<file path="src/design/bmsi_pkg.sv">
// Package for the bank mapper with scanline interrupt counter.
// Holds the item and result types, command codes and register decode constants.
// Used by bmsi_core and bank_mapper_scanline_irq; depends on nothing else.
`timescale 1ns / 1ps

package bmsi_pkg;

    // Command kinds carried in s_tuser.
    localparam logic [1:0] CMD_REG_WRITE  = 2'd0;
    localparam logic [1:0] CMD_SCAN_TICK  = 2'd1;
    localparam logic [1:0] CMD_CPU_LOOKUP = 2'd2;
    localparam logic [1:0] CMD_PPU_LOOKUP = 2'd3;

    // Configuration register indexes.
    localparam int unsigned CFG_IDX_W = 8;
    localparam logic [CFG_IDX_W-1:0] CFG_PRG_BANK_COUNT  = 8'd0;
    localparam logic [CFG_IDX_W-1:0] CFG_CHR_ROM_PRESENT = 8'd1;
    localparam int unsigned CFG_DATA_W = 9;

    // Register write decode on address bits 15, 14, 13 and 0.
    localparam logic [15:0] ADDR_DECODE_MASK = 16'hE001;
    localparam logic [15:0] ADDR_BANK_SELECT = 16'h8000;
    localparam logic [15:0] ADDR_BANK_DATA   = 16'h8001;
    localparam logic [15:0] ADDR_IRQ_COUNT   = 16'hC000;
    localparam logic [15:0] ADDR_IRQ_RELOAD  = 16'hC001;
    localparam logic [15:0] ADDR_IRQ_DISABLE = 16'hE000;
    localparam logic [15:0] ADDR_IRQ_ENABLE  = 16'hE001;

    localparam logic [7:0] CHR_PAIR_MASK   = 8'hFE;
    localparam logic [8:0] LAST_VIS_LINE   = 9'd239;

    localparam logic [8:0]  PRG_COUNT_RESET = 9'd32;

    typedef struct packed {
        logic [1:0]  command;
        logic [15:0] address;
        logic [7:0]  data;
        logic [8:0]  scanline;
        logic        rendering_on;
    } item_t;

    typedef struct packed {
        logic [7:0] bank;
        logic       mapped;
        logic       screen_page;
        logic       irq_pulse;
    } result_t;

    typedef struct packed {
        logic                  valid;
        logic [CFG_IDX_W-1:0]  index;
        logic [CFG_DATA_W-1:0] data;
    } cfg_wr_t;

endpackage

</file>
<file path="src/design/bmsi_core.sv">
// Mapper state, register write decode, scanline counter and bank lookups.
// Depends on bmsi_pkg; the result is combinational and registered by the top level.
`timescale 1ns / 1ps

module bmsi_core
    import bmsi_pkg::*;
(
    input  logic    clk,
    input  logic    rst_n,
    input  cfg_wr_t cfg,
    input  logic    item_valid,
    input  item_t   item,
    output result_t result
);

    logic [8:0] prg_count_reg;
    logic       chr_present_reg;

    logic [7:0] bank_select_reg, bank_select_next;
    logic [7:0] prg_a_reg, prg_a_next;
    logic [7:0] prg_b_reg, prg_b_next;
    logic [7:0] chr_banks_reg [8];
    logic [7:0] chr_banks_next [8];
    logic       mirror_reg, mirror_next;
    logic [7:0] irq_count_reg, irq_count_next;
    logic [7:0] irq_reload_reg, irq_reload_next;
    logic       irq_on_reg, irq_on_next;

    logic [2:0] slot;
    logic [7:0] even_bank;
    logic [8:0] second_last_w, last_w;
    logic [2:0] ppu_slot;
    logic       pulse;

    assign slot          = bank_select_reg[2:0];
    assign even_bank     = item.data & CHR_PAIR_MASK;
    assign second_last_w = prg_count_reg - 9'd2;
    assign last_w        = prg_count_reg - 9'd1;
    assign ppu_slot      = item.address[12:10] ^ {bank_select_reg[7], 2'b00};

    always_comb
    begin
        bank_select_next = bank_select_reg;
        prg_a_next       = prg_a_reg;
        prg_b_next       = prg_b_reg;
        chr_banks_next   = chr_banks_reg;
        mirror_next      = mirror_reg;
        irq_count_next   = irq_count_reg;
        irq_reload_next  = irq_reload_reg;
        irq_on_next      = irq_on_reg;
        pulse            = 1'b0;
        result.bank      = 8'd0;
        result.mapped    = 1'b0;

        case (item.command)
            CMD_REG_WRITE:
            begin
                case (item.address & ADDR_DECODE_MASK)
                    ADDR_BANK_SELECT: bank_select_next = item.data;
                    ADDR_BANK_DATA:
                    begin
                        if (slot < 3'd6)
                        begin
                            mirror_next = ~item.data[7];
                        end
                        case (slot)
                            3'd0, 3'd1:
                            begin
                                if (chr_present_reg)
                                begin
                                    chr_banks_next[{slot[0], 1'b0, 1'b0} >> 1] = even_bank;
                                    chr_banks_next[({slot[0], 1'b0, 1'b0} >> 1) + 3'd1] =
                                        even_bank + 8'd1;
                                end
                            end
                            3'd2, 3'd3, 3'd4, 3'd5:
                            begin
                                if (chr_present_reg)
                                begin
                                    chr_banks_next[slot + 3'd2] = item.data;
                                end
                            end
                            3'd6:    prg_a_next = item.data;
                            default: prg_b_next = item.data;
                        endcase
                    end
                    ADDR_IRQ_COUNT:   irq_count_next  = item.data;
                    ADDR_IRQ_RELOAD:  irq_reload_next = item.data;
                    ADDR_IRQ_DISABLE: irq_on_next     = 1'b0;
                    ADDR_IRQ_ENABLE:  irq_on_next     = 1'b1;
                    default:          ;
                endcase
            end
            CMD_SCAN_TICK:
            begin
                if (irq_on_reg && (item.scanline <= LAST_VIS_LINE) && item.rendering_on)
                begin
                    if (irq_count_reg == 8'd0)
                    begin
                        irq_count_next = irq_reload_reg;
                        pulse          = 1'b1;
                    end
                    else
                    begin
                        irq_count_next = irq_count_reg - 8'd1;
                    end
                end
            end
            CMD_CPU_LOOKUP:
            begin
                if (item.address[15])
                begin
                    result.mapped = 1'b1;
                    case (item.address[14:13])
                        2'd0:    result.bank = bank_select_reg[6] ? second_last_w[7:0]
                                                                  : prg_a_reg;
                        2'd1:    result.bank = prg_b_reg;
                        2'd2:    result.bank = bank_select_reg[6] ? prg_a_reg
                                                                  : second_last_w[7:0];
                        default: result.bank = last_w[7:0];
                    endcase
                end
            end
            default:
            begin
                if (item.address[15:13] == 3'd0 && chr_present_reg)
                begin
                    result.mapped = 1'b1;
                    result.bank   = chr_banks_reg[ppu_slot];
                end
            end
        endcase

        // The page reported is the one in force after this item.
        result.screen_page = mirror_next;
        result.irq_pulse   = pulse;
    end

    always_ff @(posedge clk or negedge rst_n)
    begin
        if (!rst_n)
        begin
            prg_count_reg   <= PRG_COUNT_RESET;
            chr_present_reg <= 1'b1;
        end
        else if (cfg.valid)
        begin
            if (cfg.index == CFG_PRG_BANK_COUNT)
            begin
                prg_count_reg <= cfg.data;
            end
            else if (cfg.index == CFG_CHR_ROM_PRESENT)
            begin
                chr_present_reg <= cfg.data[0];
            end
        end
    end

    always_ff @(posedge clk or negedge rst_n)
    begin
        if (!rst_n)
        begin
            bank_select_reg <= 8'd0;
            prg_a_reg       <= 8'd0;
            prg_b_reg       <= 8'd1;
            for (int i = 0; i < 8; i++)
            begin
                chr_banks_reg[i] <= 8'(i);
            end
            mirror_reg      <= 1'b0;
            irq_count_reg   <= 8'd0;
            irq_reload_reg  <= 8'd0;
            irq_on_reg      <= 1'b0;
        end
        else if (item_valid)
        begin
            bank_select_reg <= bank_select_next;
            prg_a_reg       <= prg_a_next;
            prg_b_reg       <= prg_b_next;
            chr_banks_reg   <= chr_banks_next;
            mirror_reg      <= mirror_next;
            irq_count_reg   <= irq_count_next;
            irq_reload_reg  <= irq_reload_next;
            irq_on_reg      <= irq_on_next;
        end
    end

endmodule

</file>
<file path="src/design/bank_mapper_scanline_irq.sv">
// Top level of the bank mapper with scanline interrupt counter.
// Instantiates bmsi_core and adds the output register with a skid stage; uses bmsi_pkg.
//
// Throughput: one item per cycle while the skid entry is empty; the whole decode and state
// update fits between the mapper state registers and the output register. rst_n is
// asynchronous and active low; it restores the power-up bank setup, clears the interrupt
// logic and empties the outputs.
`timescale 1ns / 1ps

module bank_mapper_scanline_irq
    import bmsi_pkg::*;
(
    input  logic                  clk,
    input  logic                  rst_n,
    // Slave side. tdata fields from bit 0: address[15:0], data[7:0], scanline[8:0],
    // rendering_on[0], then zero fill.
    input  logic                  s_tvalid,
    output logic                  s_tready,
    input  logic [39:0]           s_tdata,
    // tuser fields from bit 0: command[1:0].
    input  logic [1:0]            s_tuser,
    // Master side. tdata fields from bit 0: bank[7:0], mapped[0], screen_page[0],
    // irq_pulse[0], then zero fill.
    output logic                  m_tvalid,
    input  logic                  m_tready,
    output logic [15:0]           m_tdata,
    // Configuration write channel.
    input  logic                  cfg_valid,
    output logic                  cfg_ready,
    input  logic [CFG_IDX_W-1:0]  cfg_index,
    input  logic [CFG_DATA_W-1:0] cfg_data
);

    item_t   item;
    result_t core_result;
    cfg_wr_t cfg;
    logic    accept;
    logic    pop;

    // Output register and the skid entry that catches an item while the output stalls.
    result_t out_reg;
    logic    out_valid_reg;
    result_t skid_reg;
    logic    skid_valid_reg;

    // Configuration is always taken; the user must write it only while idle; not enforced.
    assign cfg_ready = 1'b1;
    assign cfg.valid = cfg_valid;
    assign cfg.index = cfg_index;
    assign cfg.data  = cfg_data;

    assign item.command      = s_tuser;
    assign item.address      = s_tdata[15:0];
    assign item.data         = s_tdata[23:16];
    assign item.scanline     = s_tdata[32:24];
    assign item.rendering_on = s_tdata[33];

    // Ready depends only on the skid entry, so the slave side never waits on m_tready
    // combinationally; one result may wait in the output register while the next
    // item is accepted.
    assign s_tready = ~skid_valid_reg;
    assign accept   = s_tvalid & s_tready;
    assign pop      = out_valid_reg & m_tready;

    bmsi_core u_core
    (
        .clk        (clk),
        .rst_n      (rst_n),
        .cfg        (cfg),
        .item_valid (accept),
        .item       (item),
        .result     (core_result)
    );

    always_ff @(posedge clk or negedge rst_n)
    begin
        if (!rst_n)
        begin
            out_valid_reg  <= 1'b0;
            skid_valid_reg <= 1'b0;
        end
        else
        begin
            if (pop)
            begin
                if (skid_valid_reg)
                begin
                    // Skid entry moves up; no item is accepted in this cycle.
                    out_valid_reg  <= 1'b1;
                    skid_valid_reg <= 1'b0;
                end
                else
                begin
                    out_valid_reg <= accept;
                end
            end
            else if (accept)
            begin
                if (!out_valid_reg)
                begin
                    out_valid_reg <= 1'b1;
                end
                else
                begin
                    skid_valid_reg <= 1'b1;
                end
            end
        end
    end

    always_ff @(posedge clk)
    begin
        if (pop && skid_valid_reg)
        begin
            out_reg <= skid_reg;
        end
        else if (accept && (pop || !out_valid_reg))
        begin
            out_reg <= core_result;
        end
        if (accept && out_valid_reg && !pop)
        begin
            skid_reg <= core_result;
        end
    end

    assign m_tvalid = out_valid_reg;
    assign m_tdata  = {5'd0, out_reg.irq_pulse, out_reg.screen_page, out_reg.mapped,
                       out_reg.bank};

endmodule
</file>
<file path="config.mk">
export PLATFORM = sky130hd
export DESIGN_NAME = bank_mapper_scanline_irq
export DESIGN_NICKNAME = d
export VERILOG_FILES = /design/src/design/bmsi_pkg.sv /design/src/design/bmsi_core.sv /design/src/design/bank_mapper_scanline_irq.sv
export SDC_FILE = /design/constraint.sdc
export NUM_CORES = 1
export LEC_CHECK = 0
export ABC_AREA = 0
export CAP_MARGIN = 20
export CORE_MARGIN = 3
export CORE_UTILIZATION = 40
export DETAILED_ROUTE_END_ITERATION = 10
export DONT_BUFFER_PORTS = 1
export SKIP_LAST_GASP = 1
export SLEW_MARGIN = 0
export SYNTH_ARGS = -nofsm -noshare
export SYNTH_HDL_FRONTEND = slang
export SYNTH_SLANG_ARGS = --single-unit
</file>
<file path="constraint.sdc">
create_clock -name clk -period 2.55 [get_ports clk]
set_input_delay 0.255 -clock clk [delete_from_list [all_inputs] [get_ports clk]]
set_output_delay 0.255 -clock clk [all_outputs]
set_load 0.05 [all_outputs]
</file>
### Yosys cells after proc, flatten, opt, wreduce, memory -nomap -nowiden

Cells that the tools add are included.

| word-level totals | value |
|---|---|
| word-level logic and storage cells | 153 |
| input port bits | 64 |
| register bits after elaboration | 139 |
| output and inout port bits | 19 |

| operators by class | value |
|---|---|
| equality and inequality tests | 21 |
| magnitude comparators | 9 |
| bitwise gates (word level) | 11 |
| add/subtract/negate cells | 6 |
| reductions and logical operators | 39 |
| mux-type cells | 40 |

Operators with widths:

| cell | number |
|---|---|
| $bwmux 64 | 3 |
| $mux 64 | 2 |
| $pmux 64 s2 | 1 |
| $mux 8 | 10 |
| $demux 8 s3 | 3 |
| $bmux 8 s3 | 1 |
| $eq 4x4->1 const B | 6 |
| $pmux 8 s3 | 1 |
| $mux 11 | 2 |
| $mux 9 | 2 |
| $pmux 9 s2 | 1 |
| $ge 4x4->1 const B | 4 |
| $logic_not 8->1 | 2 |
| $pmux 8 s2 | 1 |
| $sub 8x1->8 const B | 2 |
| $lt 4x1->1 const B | 3 |
| $mux 1 | 12 |
| $not 3->4 | 3 |
| $reduce_and 3->1 | 4 |
| $reduce_and 4->1 | 3 |
| $reduce_bool 2->1 | 6 |
| $logic_and 1x1->1 | 10 |
| $eq 3x3->1 const B | 3 |
| $le 9x8->1 const B | 1 |
| other kinds (26) | 40 |

### Depth between registers and ports, before layout

| logic depth | value |
|---|---|
| depth in word-level cells | 9 |
| gate-level depth with buffers | 9 |
| depth with buffers taken out | 7 |

### Hierarchy

From an unflattened synthesis, not the netlist that was laid out.

| second synthesis, totals | value |
|---|---|
| cell total of the unflattened synthesis | 521 |
| area, all modules | 6761.5 um^2 |

By module, submodules not included:

| module | cells an instance | times used | seq. area each (um^2) | area each (um^2) |
|---|---|---|---|---|
| bmsi_core | 465 | 1 | 2821.5 | 5758.0 |
| bank_mapper_scanline_irq | 56 | 1 | 710.7 | 1003.5 |

### Worst setup path after synthesis

No wires, ideal clock.

| timing path | value |
|---|---|
| path type | reg-to-reg |
| start point | register u_core.irq_count_reg[0] |
| end point | register out_reg, in the netlist m_tdata[10], data pin |
| period minus slack after synthesis | 2194 ps |
| data arrival time | 2064 ps |
| buffers on the path | 2 |
| stages on the path, launching flop included | 9 |
| slack | 356 ps |
| required time | 2420 ps |
| library setup time | 130 ps |
| path through | dfrtp_1 -> inv_1 -> ha_1 -> or3b_2 -> clkbuf_1 -> or2_2 -> clkbuf_1 -> nor3_1 -> mux2_2 |

RTL lines:

| what | line | RTL |
|---|---|---|
| start: declaration | bmsi_core.sv:25 | `logic [7:0] irq_count_reg, irq_count_next;` |
| start signal: assignment | bmsi_core.sv:182 | `irq_count_reg <= irq_count_next;` |
| end signal: assignment | bank_mapper_scanline_irq.sv:115 | `out_reg <= skid_reg;` |
| end signal: assignment | bank_mapper_scanline_irq.sv:119 | `out_reg <= core_result;` |
| end: declaration | bank_mapper_scanline_irq.sv:41 | `result_t out_reg;` |

==> results.json <==
{
  "run_status": "finished, violations left",
  "violations": "hold timing",
  "maxCapViolCount": 0,
  "htreeDepth": 4,
  "syn2layout_area_growth_pct": 14.31,
  "die_area_um2": 18790,
  "grt_setup_unrepaired": "false",
  "synth_area_per_cell_um2": 10.98,
  "synth_edf_count": 22,
  "grtUsageTotal": 0.1877,
  "yosysTopAreaCell": "dfrtp_1",
  "relSlewSlack": 0.5364,
  "finalCritPeriodShare": 0.9238,
  "yosysTopAreaCellShare": 0.3605,
  "crit_chain": "inv_1 -> ha_1 -> a21boi_0 -> mux2_2 -> a32oi_1 -> o41ai_2 -> mux2_2",
  "hpwl_mm": 11.28,
  "core_area_um2": 16700,
  "dp.cells": 820,
  "synth_most_common_cell": "nand2_1",
  "final_hold_viol_count": 114,
  "clockPowerShare": 0.403,
  "p_switching_uw": 1884,
  "vias": 4828,
  "drt_iter0_markers": 382,
  "cpMaxStageDelayCell": "dfrtp_1",
  "cts-resized-gates": 0,
  "crit_path_max_fanout": 5,
  "drc": 0,
  "wirelength_mm": 16.83,
  "postCtsSetupRepairBufs": 0,
  "antennaDiodeCount": 0,
  "cpMostUsedCell": "mux2_2",
  "viasPerCell": 5.549,
  "largest_reg_flops": 64,
  "portBuffers": 0,
  "clock-sinks": 136,
  "worstPathArrival_ns": 2.53,
  "yosysWarnings": 0,
  "ys_seq_elements": 136,
  "antenna_left": 0,
  "grt_max_degree": 115,
  "tritoncts": "built",
  "period_minus_slack_ns": 2.356,
  "grt_pass1_wl_mm": 26.50,
  "async_flop_share": 0.8382,
  "grt_pass1_vias": 4745,
  "fin_tns_setup_ns": 0,
  "die_w_um": 137.1,
  "synth_commonest_cells": "nand2_1, dfrtp_1, mux2_2, mux2i_1, clkbuf_1",
  "io_pins": 83,
  "nets": 706,
  "synth_top_flop_cell": "dfrtp_1",
  "power_density_nw_per_um2": 820.8,
  "start_util": 0.4114,
  "insertion_delay_ns": 0.42,
  "worstPathRequired_ns": 2.72,
  "ctsHoldBuffers": 18,
  "hold_class": "in2async",
  "dieHeight_um": 137.1,
  "tightest_slew_ns": 0.6928,
  "critical_path_buf_inv_count": 1,
  "p_int_uw": 4564,
  "yosysSeqAreaShare": 0.5140,
  "p_sw_frac": 0.2922,
  "end_kind": "flip-flop",
  "drv_slew": 0,
  "ir_drop_v": 0.0005725,
  "wl_per_cell_um": 19.34,
  "synth_cells": 626,
  "synth_area_um2": 6872,
  "grt_overflow": 0,
  "setup_violations": 0,
  "cts_made_buffers": 17,
  "ys_types": 72,
  "cts.clk_slew.worst_paths_ns": 0.06,
  "root_buffer": "clkbuf_16",
  "drive_gt1_frac": 0.2308,
  "gp_congestion": 0.8321,
  "slowest_delay_ns": 0.42,
  "fin_skew_ns": 0.006405,
  "seqPwrFrac": 0.448,
  "critical_path.top_delay_family": "multiplexers",
  "final_cells": 870,
  "dr.pass1.iters": 5,
  "rows": 47,
  "synth_area_leaders": "dfrtp_1, mux2_2, edfxtp_1",
  "path_class": "reg2reg",
  "timing.hold.ws_ns": -0.4548,
  "start_kind": "flip-flop",
  "pwr-share-comb": 0.149,
  "p_leak_uw": 0.003671,
  "grt_antenna_before_repair": 0,
  "max_clock_freq_mhz": 424.5,
  "clockBufferDepth": 2
}
==> power groups by stage <==
stage	clock network [uW]	registers, uW	logic [uW]
floorplan	0	2900	729
global placement	0	2910	877
detailed placement	0	2920	900
CTS	2640	2890	956
global route	2750	2920	1060
finish	2600	2890	960
==> layer usage <==
metal  vias up  global-route usage  routed length, um
met4         0             0.05931                221
li1       2245                   -                  -
met1      2415              0.2563               7846
met3        19             0.04926                856
met5         -                   0                  0
met2       149              0.2924               7904
==> worst reg2reg max path, stage by stage, from the launching register on <==
cell and delay (ns):
dfrtp_1 0.42, inv_1 0.16, ha_1 0.26, a21boi_0 0.29
mux2_2 0.39, a32oi_1 0.20, o41ai_2 0.12, mux2_2 0.27
==> stage by stage <==
stage | setup WS (ns) | instance area [um^2] | hold WS, ns | utilization | power [uW]
global route | 0.09404 | 7855 | -0.4849 | 0.4703 | 6721
detailed placement | 0.2358 | 7052 | -0.03098 | 0.4222 | 3822
CTS | 0.2054 | 7855 | -0.4761 | 0.4703 | 6483
finish | 0.1943 | 7855 | -0.4548 | 0.4703 | 6447
floorplan | 0.3561 | 6887 | -0.04059 | - | 3625
global placement | 0.2515 | 7052 | -0.03137 | 0.4222 | 3786
==> logic make-up after synthesis <==
logic type / Yosys count / share of synthesized area
muxes: 110 / 0.1775
other: 2 / 0.001093
adders and majority gates: 5 / 0.009104
AOI/OAI and AO/OA: 89 / 0.08759
DFF: 136 / 0.5140
xor gates and xnor gates: 9 / 0.01147
buffers and inverters: 57 / 0.03733
and+or+nand+nor: 218 / 0.1619
==> cell usage in the layout (no fill, tap or decap), drive strengths merged, types with 5 or more instances in the layout <==
cell type and n:
a21oi 15, a31oi 13, and2 5, and3 5, buf 12, clkbuf 23
clkinv 5, conb 6, dfrtp 99, dfstp 15, dlygate4sd3 18, edfxtp 22
ha 5, inv 15, mux2 75, mux2i 33, nand2 108, nand2b 12
nand3 14, nor2 27, nor2b 7, nor3 8, o211ai 6, o21ai 20
or4 5, xnor2 5
==> layout make-up <==
class	instances	area (um^2)
fill	1539	8846
tap	220	275.3
multi-input combinational	437	3098
inverter	15	56.30
sequential	136	3532
clock inverter	9	145.1
timing repair buffer	30	270.3
clock buffer	23	478.0
==> worst paths after layout <==
| kind | startpoint | to | slack (ns) | depth (start not counted) |
|---|---|---|---|---|
| hold / removal | rst_n | u_core.chr_banks_reg[24] | -0.45 | 0 |
| min in group clk | m_tready | m_tvalid | 0.02 | 3 |
| setup reg to reg | u_core.prg_count_reg[1] | m_tdata[3] | 0.19 | 7 |
| max in group asynchronous | rst_n | u_core.chr_banks_reg[2] | 2.73 | 0 |
| setup / recovery | u_core.prg_count_reg[1] | m_tdata[3] | 0.19 | 7 |
| hold reg to reg | u_core.chr_banks_reg[33] | u_core.chr_banks_reg[33] | 0.46 | 2 |
Power figures use the tool's default switching activity.
